## src/rtl/sei_ins_pkg.sv

```systemverilog
// Shared types, constants and the SEI byte table for the SEI frame-id inserter.
package sei_ins_pkg;

  localparam int HEAD_LEN    = 5;
  localparam int SEI_LEN     = 32;
  localparam int QUEUE_DEPTH = 4;

  localparam logic [4:0] NAL_TYPE_MASK   = 5'h1F;
  localparam logic [7:0] NAL_SEI_HDR     = 8'h06;
  localparam logic [7:0] SEI_PT_UDU      = 8'h05;
  localparam logic [7:0] SEI_PAYLOAD_LEN = 8'h18;
  localparam logic [7:0] SEI_STOP        = 8'h80;
  localparam logic [7:0] START_ONE       = 8'h01;

  localparam logic [0:0] REG_UUID_HIGH = 1'b0;
  localparam logic [0:0] REG_UUID_LOW  = 1'b1;

  // One queued job: emit count held bytes, optionally preceded by an SEI unit
  typedef struct packed {
    logic [HEAD_LEN-1:0][7:0] bytes;
    logic [2:0]               count;
    logic                     sei;
    logic                     unit_end;
  } cmd_t;

  // Byte i of the inserted SEI unit
  function automatic logic [7:0] sei_byte(input logic [4:0] i, input logic [63:0] uuid_hi,
                                          input logic [63:0] uuid_lo,
                                          input logic [63:0] fcount);
    logic [7:0] b;
    logic [2:0] k;
    b = 8'h00;
    k = 3'd0;
    case (i) inside
      5'd0, 5'd1, 5'd2: b = 8'h00;
      5'd3:             b = START_ONE;
      5'd4:             b = NAL_SEI_HDR;
      5'd5:             b = SEI_PT_UDU;
      5'd6:             b = SEI_PAYLOAD_LEN;
      [5'd7:5'd14]: begin
        k = 3'(5'd14 - i);
        b = uuid_hi[{k, 3'b000} +: 8];
      end
      [5'd15:5'd22]: begin
        k = 3'(5'd22 - i);
        b = uuid_lo[{k, 3'b000} +: 8];
      end
      [5'd23:5'd30]: begin
        k = 3'(5'd30 - i);
        b = fcount[{k, 3'b000} +: 8];
      end
      default:          b = SEI_STOP;
    endcase
    return b;
  endfunction

endpackage

```

## src/rtl/sei_ins_front.sv

```systemverilog
// Front part: holds the unit head, judges it and queues emit jobs.
module sei_ins_front import sei_ins_pkg::*; (
  input  logic       clk,
  input  logic       rst,
  input  logic       in_valid,
  output logic       in_ready,
  input  logic [7:0] in_byte,
  input  logic       in_unit_end,
  input  logic       q_full,
  output logic       q_push,
  output cmd_t       q_cmd
);

  logic [7:0] head [HEAD_LEN];
  logic [2:0] bytes_seen;
  logic       decided;
  logic       accept;
  logic [HEAD_LEN-1:0][7:0] comp;
  logic       is_slice;
  logic [4:0] nal_type;
  logic       last_head;

  assign in_ready  = !q_full;
  assign accept    = in_valid && in_ready;
  assign last_head = (bytes_seen == 3'(HEAD_LEN - 1));

  // Merge the incoming byte into the held head
  always_comb begin
    for (int k = 0; k < HEAD_LEN; k++) begin
      comp[k] = (bytes_seen == 3'(k)) ? in_byte : head[k];
    end
  end

  // Find the start code and test the NAL type for a slice
  always_comb begin
    nal_type = 5'd0;
    is_slice = 1'b0;
    if (comp[0] == 8'h00 && comp[1] == 8'h00 && comp[2] == 8'h00 && comp[3] == START_ONE) begin
      nal_type = comp[4][4:0] & NAL_TYPE_MASK;
      is_slice = (nal_type >= 5'd1) && (nal_type <= 5'd5);
    end else if (comp[0] == 8'h00 && comp[1] == 8'h00 && comp[2] == START_ONE) begin
      nal_type = comp[3][4:0] & NAL_TYPE_MASK;
      is_slice = (nal_type >= 5'd1) && (nal_type <= 5'd5);
    end
  end

  // Build the job for this transaction
  always_comb begin
    q_cmd.bytes    = comp;
    q_cmd.unit_end = in_unit_end;
    q_cmd.count    = 3'd1;
    q_cmd.sei      = 1'b0;
    q_push         = 1'b0;
    if (accept) begin
      if (decided) begin
        q_push = 1'b1;
      end else if (last_head) begin
        q_push      = 1'b1;
        q_cmd.count = 3'(HEAD_LEN);
        q_cmd.sei   = is_slice;
      end else if (in_unit_end) begin
        q_push      = 1'b1;
        q_cmd.count = bytes_seen + 3'd1;
      end
    end
  end

  // Store head bytes
  always_ff @(posedge clk) begin
    if (accept && !decided) begin
      head[bytes_seen] <= in_byte;
    end
  end

  // Advance the head count and pass-through flag
  always_ff @(posedge clk) begin
    if (rst) begin
      bytes_seen <= 3'd0;
      decided    <= 1'b0;
    end else if (accept) begin
      if (decided) begin
        if (in_unit_end) decided <= 1'b0;
      end else if (last_head) begin
        bytes_seen <= 3'd0;
        decided    <= !in_unit_end;
      end else if (in_unit_end) begin
        bytes_seen <= 3'd0;
      end else begin
        bytes_seen <= bytes_seen + 3'd1;
      end
    end
  end

endmodule

```

## src/rtl/sei_ins_fifo.sv

```systemverilog
// Short job queue between the front and back parts.
module sei_ins_fifo import sei_ins_pkg::*; #(
  parameter int DEPTH = QUEUE_DEPTH
) (
  input  logic clk,
  input  logic rst,
  input  logic push,
  input  cmd_t push_cmd,
  input  logic pop,
  output cmd_t head_cmd,
  output logic empty,
  output logic full
);

  localparam int PW = (DEPTH > 1) ? $clog2(DEPTH) : 1;
  localparam int CW = $clog2(DEPTH + 1);

  cmd_t          mem [DEPTH];
  logic [PW-1:0] wr_ptr;
  logic [PW-1:0] rd_ptr;
  logic [CW-1:0] fill;
  logic          do_push;
  logic          do_pop;

  assign empty    = (fill == '0);
  assign full     = (fill == CW'(DEPTH));
  assign do_push  = push && !full;
  assign do_pop   = pop && !empty;
  assign head_cmd = mem[rd_ptr];

  // Write the new job
  always_ff @(posedge clk) begin
    if (do_push) mem[wr_ptr] <= push_cmd;
  end

  // Advance pointers and fill level
  always_ff @(posedge clk) begin
    if (rst) begin
      wr_ptr <= '0;
      rd_ptr <= '0;
      fill   <= '0;
    end else begin
      if (do_push) wr_ptr <= (wr_ptr == PW'(DEPTH - 1)) ? '0 : wr_ptr + 1'b1;
      if (do_pop)  rd_ptr <= (rd_ptr == PW'(DEPTH - 1)) ? '0 : rd_ptr + 1'b1;
      if (do_push && !do_pop)      fill <= fill + 1'b1;
      else if (do_pop && !do_push) fill <= fill - 1'b1;
    end
  end

endmodule

```

## src/rtl/sei_ins_back.sv

```systemverilog
// Back part: plays out queued jobs byte by byte into the output register.
module sei_ins_back import sei_ins_pkg::*; (
  input  logic        clk,
  input  logic        rst,
  input  logic [63:0] uuid_high,
  input  logic [63:0] uuid_low,
  input  cmd_t        cmd,
  input  logic        q_empty,
  output logic        q_pop,
  output logic        out_valid,
  input  logic        out_ready,
  output logic [7:0]  out_byte,
  output logic        out_unit_end,
  output logic        from_sei,
  output logic        run_end
);

  logic [5:0]  idx;
  logic [63:0] frame_count;
  logic [5:0]  last_pos;
  logic        is_last;
  logic        in_sei;
  logic        emit;
  logic [7:0]  byte_sel;

  assign last_pos = 6'(cmd.count) - 6'd1 + (cmd.sei ? 6'(SEI_LEN) : 6'd0);
  assign is_last  = (idx == last_pos);
  assign in_sei   = cmd.sei && !idx[5];
  assign emit     = !q_empty && (!out_valid || out_ready);
  assign q_pop    = emit && is_last;
  assign byte_sel = in_sei ? sei_byte(idx[4:0], uuid_high, uuid_low, frame_count)
                           : cmd.bytes[idx[2:0]];

  // Step through the current job
  always_ff @(posedge clk) begin
    if (rst) begin
      idx         <= 6'd0;
      frame_count <= 64'd0;
    end else if (emit) begin
      idx <= is_last ? 6'd0 : idx + 6'd1;
      if (in_sei && idx[4:0] == 5'(SEI_LEN - 1)) frame_count <= frame_count + 64'd1;
    end
  end

  // Hold the output transaction until taken
  always_ff @(posedge clk) begin
    if (rst) begin
      out_valid <= 1'b0;
    end else if (emit) begin
      out_valid <= 1'b1;
    end else if (out_ready) begin
      out_valid <= 1'b0;
    end
  end

  always_ff @(posedge clk) begin
    if (emit) begin
      out_byte     <= byte_sel;
      out_unit_end <= is_last && cmd.unit_end;
      from_sei     <= in_sei;
      run_end      <= is_last;
    end
  end

endmodule

```

## src/rtl/h264_sei_frame_id_inserter.sv

```systemverilog
// Top level of the H.264 SEI frame-id inserter.
//
//  channel  | dir | handshake              | payload
//  ---------+-----+------------------------+------------------------------------
//  s_axis   | in  | tvalid / tready        | tdata = in_byte, tlast = in_unit_end
//  m_axis   | out | tvalid / tready        | tdata = out_byte, tlast = out_unit_end,
//           |     |                        | tuser = from_sei, run_end
//  cfg      | in  | cfg_we (no wait)       | cfg_index, cfg_data (64 bits)
//
// In the back part a pass-through byte yields one output byte, a full head flush
// five, and a slice head with its SEI unit 37.
// Input is taken one byte per cycle while the job queue has room; it stalls
// only while the queue is full, as when the back part falls behind on long jobs.
// Reset is synchronous and clears the head count, queue, counter and output.
// A stall on m_axis holds the output register and backs up into the queue.
module h264_sei_frame_id_inserter import sei_ins_pkg::*; #(
  parameter int QDEPTH = QUEUE_DEPTH
) (
  input  logic        clk,
  input  logic        rst,
  input  logic        s_axis_tvalid,
  output logic        s_axis_tready,
  input  logic [7:0]  s_axis_tdata,   // [7:0] in_byte
  input  logic        s_axis_tlast,
  output logic        m_axis_tvalid,
  input  logic        m_axis_tready,
  output logic [7:0]  m_axis_tdata,   // [7:0] out_byte
  output logic        m_axis_tlast,
  output logic [1:0]  m_axis_tuser,   // [0] from_sei, [1] run_end
  input  logic        cfg_we,
  input  logic [0:0]  cfg_index,
  input  logic [63:0] cfg_data
);

  logic [63:0] uuid_high;
  logic [63:0] uuid_low;
  cmd_t        push_cmd;
  cmd_t        head_cmd;
  logic        push;
  logic        pop;
  logic        q_empty;
  logic        q_full;
  logic        from_sei;
  logic        run_end;

  // Write configuration registers
  always_ff @(posedge clk) begin
    if (rst) begin
      uuid_high <= 64'h1234567812341234;
      uuid_low  <= 64'h1234567890123456;
    end else if (cfg_we) begin
      case (cfg_index)
        REG_UUID_HIGH: uuid_high <= cfg_data;
        REG_UUID_LOW:  uuid_low  <= cfg_data;
        default: ;
      endcase
    end
  end

  sei_ins_front u_front (
    .clk        (clk),
    .rst        (rst),
    .in_valid   (s_axis_tvalid),
    .in_ready   (s_axis_tready),
    .in_byte    (s_axis_tdata),
    .in_unit_end(s_axis_tlast),
    .q_full     (q_full),
    .q_push     (push),
    .q_cmd      (push_cmd)
  );

  sei_ins_fifo #(.DEPTH(QDEPTH)) u_fifo (
    .clk     (clk),
    .rst     (rst),
    .push    (push),
    .push_cmd(push_cmd),
    .pop     (pop),
    .head_cmd(head_cmd),
    .empty   (q_empty),
    .full    (q_full)
  );

  sei_ins_back u_back (
    .clk         (clk),
    .rst         (rst),
    .uuid_high   (uuid_high),
    .uuid_low    (uuid_low),
    .cmd         (head_cmd),
    .q_empty     (q_empty),
    .q_pop       (pop),
    .out_valid   (m_axis_tvalid),
    .out_ready   (m_axis_tready),
    .out_byte    (m_axis_tdata),
    .out_unit_end(m_axis_tlast),
    .from_sei    (from_sei),
    .run_end     (run_end)
  );

  assign m_axis_tuser = {run_end, from_sei};

endmodule

```

## config.mk

```make
export PLATFORM = sky130hd
export DESIGN_NAME = h264_sei_frame_id_inserter
export DESIGN_NICKNAME = d
export VERILOG_FILES = /design/src/rtl/sei_ins_pkg.sv /design/src/rtl/sei_ins_front.sv /design/src/rtl/sei_ins_fifo.sv /design/src/rtl/sei_ins_back.sv /design/src/rtl/h264_sei_frame_id_inserter.sv
export SDC_FILE = /design/constraint.sdc
export NUM_CORES = 1
export LEC_CHECK = 0
export ABC_AREA = 1
export BUFFER_PORTS_ARGS = -buffer_cell sky130_fd_sc_hd__buf_2
export CAP_MARGIN = 20
export CORE_MARGIN = 2
export CORE_UTILIZATION = 40
export CTS_CLUSTER_DIAMETER = 60
export DETAILED_ROUTE_END_ITERATION = 12
export PLACE_DENSITY = 0.57
export SLEW_MARGIN = 20
export SYNTH_ARGS = -nofsm -noshare
export SYNTH_HDL_FRONTEND = slang
export SYNTH_HIERARCHICAL = 1
export SYNTH_SLANG_ARGS = --single-unit
```

## constraint.sdc

```tcl
create_clock -name clk -period 3.2 [get_ports clk]
set_input_delay 0.32 -clock clk [delete_from_list [all_inputs] [get_ports clk]]
set_output_delay 0.32 -clock clk [all_outputs]
set_load 0.01 [all_outputs]
```

# ---- After elaboration in Yosys (flattened, before gate mapping)
# Memories as Yosys holds them, arrays and structs flattened. A register that Yosys moved wholly into a read port is not among the register bits.
# Index checks and enable logic that the tools add are counted.
# Widths: inputs -> output; s select.
dict set report totals {
  ramBits 220
  ff_bits 221
  in_bits 79
  output_inout_bits 13
  word_cells 149
  n_memories 2
}
# name words width read_ports rd_clocked_by_memory_dff write_ports line_no
set memory_table {}
lappend memory_table {u_fifo.mem 4 45 1 1 1 sei_ins_fifo.sv:18} ;# cmd_t mem [DEPTH];
lappend memory_table {u_front.head 5 8 5 0 1 sei_ins_front.sv:14} ;# logic [7:0] head [HEAD_LEN];
dict set report classes {
  n_eq_ne 17
  shifts 3
  muxes 46
  n_lt_le_gt_ge 11
  n_addsub 12
  bitwise 2
  reduce_logical 42
}
# cell n
set ops {}
lappend ops {{$shiftx 64x7->8} 3}
lappend ops {{$mux 8} 15}
lappend ops {{$add 64x1->64 const B} 1}
lappend ops {{$bmux 8 s3} 1}
lappend ops {{$logic_not 8->1} 3}
lappend ops {{$logic_and 1x1->1} 20}
lappend ops {{$mux 3} 6}
lappend ops {{$eq 8x1->1 const B} 2}
lappend ops {{$mux 1} 16}
lappend ops {{$eq 5x3->1 const B} 3}
lappend ops {{$mux 6} 2}
lappend ops {{$eq 5x2->1 const B} 2}
lappend ops {{$ge 5x1->1 const B} 2}
lappend ops {{$le 5x3->1 const B} 2}
lappend ops {{$le 5x5->1 const B} 2}
lappend ops {{$sub 3x3->3 const A} 3}
lappend ops {{$logic_not 1->1} 8}
lappend ops {{$mux 2} 4}
lappend ops {{$mux 4} 2}
lappend ops {{$reduce_and 2->1} 4}
lappend ops {{$add 3x1->3 const B} 2}
lappend ops {{$add 6x1->6 const B} 1}
lappend ops {{$add 6x6->6} 1}
lappend ops {{$eq 3x2->1 const B} 2}
lappend ops {{other kinds (20)} 26}

# ---- Longest topological paths before layout
# Gate-level depths: netlist of the first run.
dict set report depth {
  ltp_word 11
  mapped_depth 23
}

# ---- Hierarchy
# The synthesis of the first run kept the hierarchy.
# mod seq_area_each_um2 area_per_inst_um2 cells_per_inst n_inst
set by_module_without_submodules {}
lappend by_module_without_submodules {sei_ins_fifo 5585.4 7309.5 506 1}
lappend by_module_without_submodules {sei_ins_back 1751.7 7191.9 1234 1}
lappend by_module_without_submodules {h264_sei_frame_id_inserter 2562.5 4839.6 650 1}
lappend by_module_without_submodules {sei_ins_front 1281.2 2511.2 303 1}

# ---- Worst setup path after synthesis of the first run
# Ideal clock, no wire load.
dict set report synth_timing {
  path_type {reg-to-reg}
  from {register u_front.bytes_seen[0]}
  to {memory u_fifo/mem[0][0] (netlist bit), enable pin}
  path_stages_with_launch 10
  arrival_ns 3.119
  setup_time_ns 0.448
  setup_slack_ns -0.367
  n_path_buf 1
  required_ns 2.752
  path_cell_list {dfxtp_1 -> inv_1 -> ha_1 -> nand2_2 -> buf_6 -> clkinv_2 -> o31ai_1 -> inv_1 -> nand2_2 -> nor2_1}
}
dict set report synth_between {
  elab_chain_len 7
}
# item line_no
set synth_rtl {}
lappend synth_rtl {{start, declared} sei_ins_front.sv:15} ;# logic [2:0] bytes_seen;
lappend synth_rtl {{start signal, assigned} sei_ins_front.sv:89} ;# bytes_seen <= bytes_seen + 3'd1;
lappend synth_rtl {{$eq 3x3->1} sei_ins_front.sv:25} ;# assign last_head = (bytes_seen == 3'(HEAD_LEN - 1));
lappend synth_rtl {{$mux 1} sei_ins_front.sv:57} ;# end else if (last_head) begin
lappend synth_rtl {{$mux 1} sei_ins_front.sv:55} ;# if (decided) begin
lappend synth_rtl {{$mux 1} sei_ins_front.sv:54} ;# if (accept) begin
lappend synth_rtl {{named net push} h264_sei_frame_id_inserter.sv:39} ;# logic push;
lappend synth_rtl {{$logic_and 1x1->1} sei_ins_fifo.sv:27} ;# assign do_push = push && !full;
lappend synth_rtl {{$mux 1} sei_ins_fifo.sv:33} ;# if (do_push) mem[wr_ptr] <= push_cmd;
lappend synth_rtl {{$mux 1 (implied by the code)} sei_ins_fifo.sv:33}
lappend synth_rtl {{end, declared} sei_ins_fifo.sv:18}
# The timed path passes the listed nets, and every way through them passes these cells.

==> summary.md, run 1 <==
| Metric | Value |
|---|---|
| # setup viols final | 0 |
| Slew @ Worst Pin | 1.080 ns |
| Worst hold path cell count | 3 |
| Die ar. | 0.05652 mm² |
| Number of synthesized flops with an enable pin | 231 |
| WL/cell | 18.27 µm |
| Clk root buf | clkbuf_16 |
| Clk slew on worst S/H paths | 0.06 ns |
| Max-cap violation count | 0 |
| Initial core utilization | 0.4053 |
| Leakage | 10.02 nW |
| Total of fill cells in the finished design | 5258 |
| Reg2reg path depth | 20 |
| Synth top area cells | edfxtp_1 32%, dfxtp_1 19%, nand2_1 9.5% |
| TritonCTS clock tree | done |
| Setup crit end kind | register |
| Maximum clock insertion buffer count | 3 |
| Synth cell types | 52 |
| CP most frequent cell | inv_1 |
| Rel. slew slack | 0.2792 |
| DP Area | 0.02275 mm² |
| Clock skew | 0.02317 ns |
| Hold slack | 0.01280 ns |
| Num rows | 85 |
| CP peak stage delay | 0.43 ns |
| Fin. Hold Viols | 0 |
| GPL Wtd Cong | 0.9006 |
| Detailed Route Iter0 Violations | 1582 |
| Critical path required time | 3.69 ns |
| Vias | 18.64k |
| Crit path max fanout | 7 |
| Worst hold path type | in -> reg |
| CP arrival | 3.48 ns |
| Synth top area share | 0.3174 |
| Pins over their slew limit | 0 |
| # H-tree levels | 2 |
| Synth cell count leaders | 555 x nand2_1, 460 x nor2_1, 231 x edfxtp_1 |
| Unrepaired setup endpoints after global routing | no |
| Sequential-to-total area share from yosys stat | 0.5117 |
| Most common cell in the netlist | nand2_1 |
| Top cell type by total area after synthesis | edfxtp_1 |
| Post-DP HPWL | 43320 µm |
| Met2 WL | 31660 µm |
| Buffers and inverters on the worst path | 5 |
| Status | finished, final reports clean |
| Final period util | 0.9332 |
| Crit Path Category | reg -> reg |
| Post-Syn Nets | 2793 |
| Vias in the first global route | 17.89k |
| Cell area after technology mapping | 0.02185 mm² |
| Initial antenna violation count | 1 |
| I/O pin cnt | 92 |
| Synth Register Bits | 443 |
| Fmax | 334.9 MHz |
| First-pass GRT wire length | 100100 µm |
| GRT Util Overall | 0.2252 |
| # DRC | 0 |
| Total CTS buffers | 50 |
| CP max stage cell | dfxtp_4 |
| DIE HEIGHT | 237.7 µm |
| Core area | 0.05392 mm² |
| CTS sink count | 443 |
| Pre-CTS setup slack | 0.1524 ns |
| Post-route design area | 0.02506 mm² |
| WL final | 64630 µm |
| DRT met1 WL | 28210 µm |
| Setup slack after layout | 0.2138 ns |
| Initial DRT Pass Iterations | 5 |
| Die X | 237.7 µm |
| CP top delay family | simple AND/OR/NAND/NOR gates |
| Share of synthesized registers carrying an async set or reset | 0 |
| Top_reg_cell synth | edfxtp_1 |
| Area growth, synth to finish | 14.66% |
| Layout cells sized above 1 | 0.1123 |
| Antenna Cells | 0 |
| Worst path cell trace | o21ai_1 > o22ai_1 > inv_1 > ha_4 > or2_2 > nand4_1 > nor3b_1 > and3_1 > nand2_1 > inv_1 > nand2_2 > ha_2 > inv_1 > fa_2 > inv_1 > nand2_1 > nand3_1 > nand2_1 > inv_1 > nor2_1 |
| CP Depth | 20 |
| Vias per inst | 5.271 |
| Startpoint types | register |
| Routed Antenna Nets | 0 |
| Worst-Skew Late Latency | 0.62 ns |
| Yosys warns | 6 |
| Number of buffers added on ports | 91 |
| Pwr/cell area | 659.9 mW/mm² |
| Overflow after GRT | 0 |
| Post-Syn Instances | 2693 |
| # nets final | 2902 |
| VDD IR max | 531.8 µV |
| Met3 Routed Length | 3061 µm |
| Largest net degree at the start of global routing | 129 |
| Top routing layer in use | met5 |
| Min Tclk post-route | 2.986 ns |
| Syn Area/Cell | 8.114 µm² |
[stage by stage]
| stage | power [mW] | TNS, ns | util | std cells |
|---|---|---|---|---|
| floorplan | 9.181 | -65.99 | - | 2693 |
| detailed placement | 10.55 | 0 | 0.4219 | 3388 |
| global route | 17.28 | 0 | 0.4647 | 3537 |
| CTS | 16.59 | 0 | 0.4638 | 3535 |
| finish | 16.54 | 0 | 0.4647 | 3537 |
| global placement | 10.53 | 0 | 0.4219 | 3388 |
[where the power goes]
group | internal, mW | total, mW | switching [mW]
Clock | 3.57 | 5.99 | 2.42
Sequential | 6.35 | 6.53 | 0.181
Combinational | 1.26 | 4.01 | 2.75
Total | 11.2 | 16.5 | 5.35
[final timing paths]
kind | from | to | slack (ns)
worst max-delay path | register | u_fifo/fill[2]$_SDFFE_PP0P_ | 0.21
worst min-delay path | cfg_data[14] | uuid_low[14]$_SDFFE_PP0P_ | 0.01
worst max register to register | register | u_fifo/fill[2]$_SDFFE_PP0P_ | 0.21
worst min register to register | uuid_high[28]$_SDFFE_PP1P_ | uuid_high[28]$_SDFFE_PP1P_ | 0.45
[cell usage in the layout (no fill, tap or decap), types with 50 or more instances in the layout]
master,netlist,layout
nand2_1,555,552
nor2_1,460,456
edfxtp_1,231,231
nand3_1,220,220
inv_1,209,209
dfxtp_1,212,209
o21ai_0,160,158
o21ai_1,107,109
a21oi_1,92,92
buf_2,58,91
o22ai_1,63,63
dlygate4sd3_1,0,56
nor3_1,54,54
clkbuf_16,0,50
[kinds of logic (layout without fill, tap and decap cells)]
family                     after synthesis  in the layout  share of synthesized area
and+or+nand+nor                       1376           1376                     0.2699
buffers and inverters                  377            525                    0.08549
adders and majority gates               21             21                    0.01237
DFF                                    443            443                     0.5117
AOI/OAI and AO/OA                      454            454                     0.1115
xor gates and xnor gates                22             22                   0.009162
[repair_timing]
action	CTS	global route
setup buffers	0	2
setup endpoints to repair	0	2
endpoints found under the hold margin	75	0
gates resized for setup	0	10
hold buffers	56	0
[state kept, by name, indices dropped and copies added (netlist names), 2 cells and up, named ones only]
signal / cells
u_front/head: 40
u_fifo/wr_ptr: 2
u_back/frame_count: 64
u_fifo/fill: 3
u_back/idx: 6
uuid_high: 64
u_front/bytes_seen: 3
u_fifo/mem: 180
u_fifo/rd_ptr: 2
u_back/out_byte: 8
uuid_low: 64
[area by class of cell]
type                       instances  area, µm²  share of cell area
sequential                       443      11190              0.4466
inverter                         231      889.6             0.03550
timing repair buffer             203       1536             0.06132
tap                              696      870.8             0.03475
multi-input combinational       1873       8874              0.3541
clock inverter                    26      339.1             0.01353
clock buffer                      65       1358             0.05418
[worst reg2reg max path, delay by kind of cell (launching register included)]
kind	cells	cell delay, ns
AOI/OAI and AO/OA	2	0.35
adders and majority gates	3	0.78
buffers and inverters	5	0.38
DFF	1	0.43
and+or+nand+nor	10	0.96
[metal layers]
| layer | track usage | up-vias |
|---|---|---|
| met5 | 0 | - |
| met3 | 0.02892 | 96 |
| li1 | - | 9172 |
| met1 | 0.2865 | 8884 |
| met4 | 0.07223 | 2 |
| met2 | 0.3961 | 489 |
No activity file was read; power rests on OpenSTA's default activity.
==> inputs of run 2 (changes only) <==
Settings changed: RECOVER_POWER set to 100.
==> summary.md, run 2 (same netlist as run 1, synthesis figures left out) <==
| Metric | Value |
|---|---|
| Status | complete, but fails checks |
| Failing checks | max-capacitance violations, max-slew violations |
| Pre-CTS setup slack | 0.1524 ns |
| CP peak stage delay | 0.43 ns |
| Post-Route Utilization | 0.4610 |
| # H-tree levels | 2 |
| Crit Path Category | reg -> reg |
| Vias | 18.65k |
| Total of fill cells in the finished design | 5295 |
| Initial antenna violation count | 1 |
| Die X | 237.7 µm |
| Largest net degree at the start of global routing | 129 |
| Hold slack | 0.03228 ns |
| Slew @ Worst Pin | 2.516 ns |
| Min Tclk post-route | 2.989 ns |
| Num rows | 85 |
| Detailed Route Iter0 Violations | 1480 |
| Sequential share of power | 0.397 |
| Largest register FFs | 180 |
| Die ar. | 0.05652 mm² |
| Unrepaired setup endpoints after global routing | no |
| Leakage | 9.882 nW |
| Final period util | 0.9339 |
| Fin. Hold Viols | 0 |
| CTS sink count | 443 |
| # setup viols final | 0 |
| CP top delay family | simple AND/OR/NAND/NOR gates |
| Setup TNS | 0 ns |
| Clk pwr share | 0.363 |
| Antenna Cells | 0 |
| Startpoint types | register |
| Buffers and inverters on the worst path | 5 |
| Net Sw Frac | 0.3236 |
| Routed Antenna Nets | 0 |
| Layout cells sized above 1 | 0.09328 |
| Pwr/cell area | 663.0 mW/mm² |
| Setup slack after layout | 0.2115 ns |
| Most frequent cells in the layout | 564 x nand2_1, 459 x nor2_1, 231 x edfxtp_1 |
| Reg with most FFs | u_fifo/mem |
| Clock skew | 0.01976 ns |
| Worst hold path type | in -> reg |
| Number of buffers added on ports | 91 |
| GRT Util Overall | 0.2252 |
| Area growth, synth to finish | 13.75% |
| Post-route design area | 0.02486 mm² |
| CP max stage cell | dfxtp_4 |
| Worst path cell trace | o21ai_1 > o22ai_1 > inv_1 > ha_4 > or2_2 > nand4_1 > nor3b_1 > and3_1 > nand2_1 > inv_1 > nand2_2 > ha_2 > inv_1 > fa_2 > inv_1 > nand2_1 > nand3_1 > nand2_1 > inv_1 > nor2_1 |
| Rel. slew slack | -0.6776 |
| TritonCTS clock tree | done |
| Core area | 0.05392 mm² |
| Total CTS buffers | 50 |
| DIE HEIGHT | 237.7 µm |
| Critical path required time | 3.69 ns |
| Initial DRT Pass Iterations | 5 |
| Max-cap violation count | 1 |
| GPL Wtd Cong | 0.9006 |
| CP arrival | 3.48 ns |
| Crit path max fanout | 7 |
| Internal | 11.15 mW |
| WL/cell | 18.26 µm |
| Post-DP HPWL | 43320 µm |
| Overflow after GRT | 0 |
| DP Area | 0.02275 mm² |
| WL final | 64590 µm |
| CP most frequent cell | inv_1 |
| Pins over their slew limit | 129 |
| Clk slew on worst S/H paths | 0.06 ns |
| Maximum clock insertion buffer count | 3 |
| Most common cell after layout, fill and taps aside | nand2_1 |
| Setup crit end kind | register |
| I/O pin cnt | 92 |
| Vias per inst | 5.272 |
| Worst-Skew Late Latency | 0.61 ns |
| VDD IR max | 528.3 µV |
| Clk root buf | clkbuf_16 |
| First-pass GRT wire length | 100100 µm |
| Fmax | 334.6 MHz |
| # DRC | 0 |
| Vias in the first global route | 17.89k |
| # nets final | 2902 |
| Logic pwr share | 0.240 |
| Initial core utilization | 0.4053 |
| Psw | 5.333 mW |
-- run 2: cell types whose count changed in the layout (fill, tap and decap cells not counted), moves of 3 or more --
cell      delta
inv_2        -5
buf_4       -11
buf_2       -21
nand2_4      -3
clkbuf_1    +32
nand2_1     +12
nor2_1       +3
clkbuf_4     +4
inv_1        +5
nand2_2      -9
nor2_2       -3
o21ai_0     +41
buf_12       -5
o21ai_1     -41
-- run 2: cell type report --
class                      count  area [µm²]  area share
timing repair buffer         203        1404     0.05648
clock inverter                26       339.1     0.01364
clock buffer                  65        1358     0.05461
sequential                   443       11190      0.4501
inverter                     231       885.9     0.03564
tap                          696       870.8     0.03503
multi-input combinational   1873        8811      0.3545
-- run 2: worst reg2reg max path, stage by stage, from the launching register on --
cell	delay, ns
dfxtp_4	0.43
o21ai_1	0.10
o22ai_1	0.25
inv_1	0.12
ha_4	0.25
or2_2	0.27
nand4_1	0.07
nor3b_1	0.05
and3_1	0.19
nand2_1	0.07
inv_1	0.07
nand2_2	0.09
ha_2	0.18
inv_1	0.07
fa_2	0.35
inv_1	0.07
nand2_1	0.06
nand3_1	0.06
nand2_1	0.05
inv_1	0.05
nor2_1	0.04
-- run 2: metal layers --
metal	vias to the layer above	GRT usage	share of wire	routed length [µm]
met5	-	0	0.00023	15
met4	2	0.07223	0.027	1756
met3	97	0.02892	0.047	3058
met2	483	0.3961	0.49	31680
met1	8897	0.2865	0.43	28070
li1	9168	-	-	-
-- run 2: power groups by stage --
stage	sequential (mW)	clock, mW	combinational (mW)
floorplan	6.61	0	2.58
CTS	6.54	6.09	3.96
global placement	6.65	0	3.87
global route	6.57	6.32	4.35
detailed placement	6.66	0	3.89
finish	6.54	5.98	3.95
-- run 2: stage by stage --
stage	power [mW]	instances
6_report	16.48	3537
2_1_floorplan	9.181	2693
5_1_grt	17.23	3537
4_1_cts	16.59	3535
3_3_place_gp	10.53	3388
3_5_place_dp	10.55	3388
-- run 2: path summary, 6_finish.rpt --
check | startpoint | end | slack [ns] | depth (start not counted)
worst min-delay path | cfg_data[14] | uuid_low[14]$_SDFFE_PP0P_ | 0.03 | 3
worst min register to register | uuid_high[28]$_SDFFE_PP1P_ | uuid_high[28]$_SDFFE_PP1P_ | 0.45 | 2
worst max register to register | register | u_fifo/fill[2]$_SDFFE_PP0P_ | 0.21 | 20
worst max-delay path | register | u_fifo/fill[2]$_SDFFE_PP0P_ | 0.21 | 20
-- run 2: what timing repair did --
item / CTS / global route
setup endpoints to repair: 0 / 2
gates resized for setup: 0 / 10
endpoints found under the hold margin: 75 / 0
hold buffers: 56 / 0
buffers inserted: 0 / 2
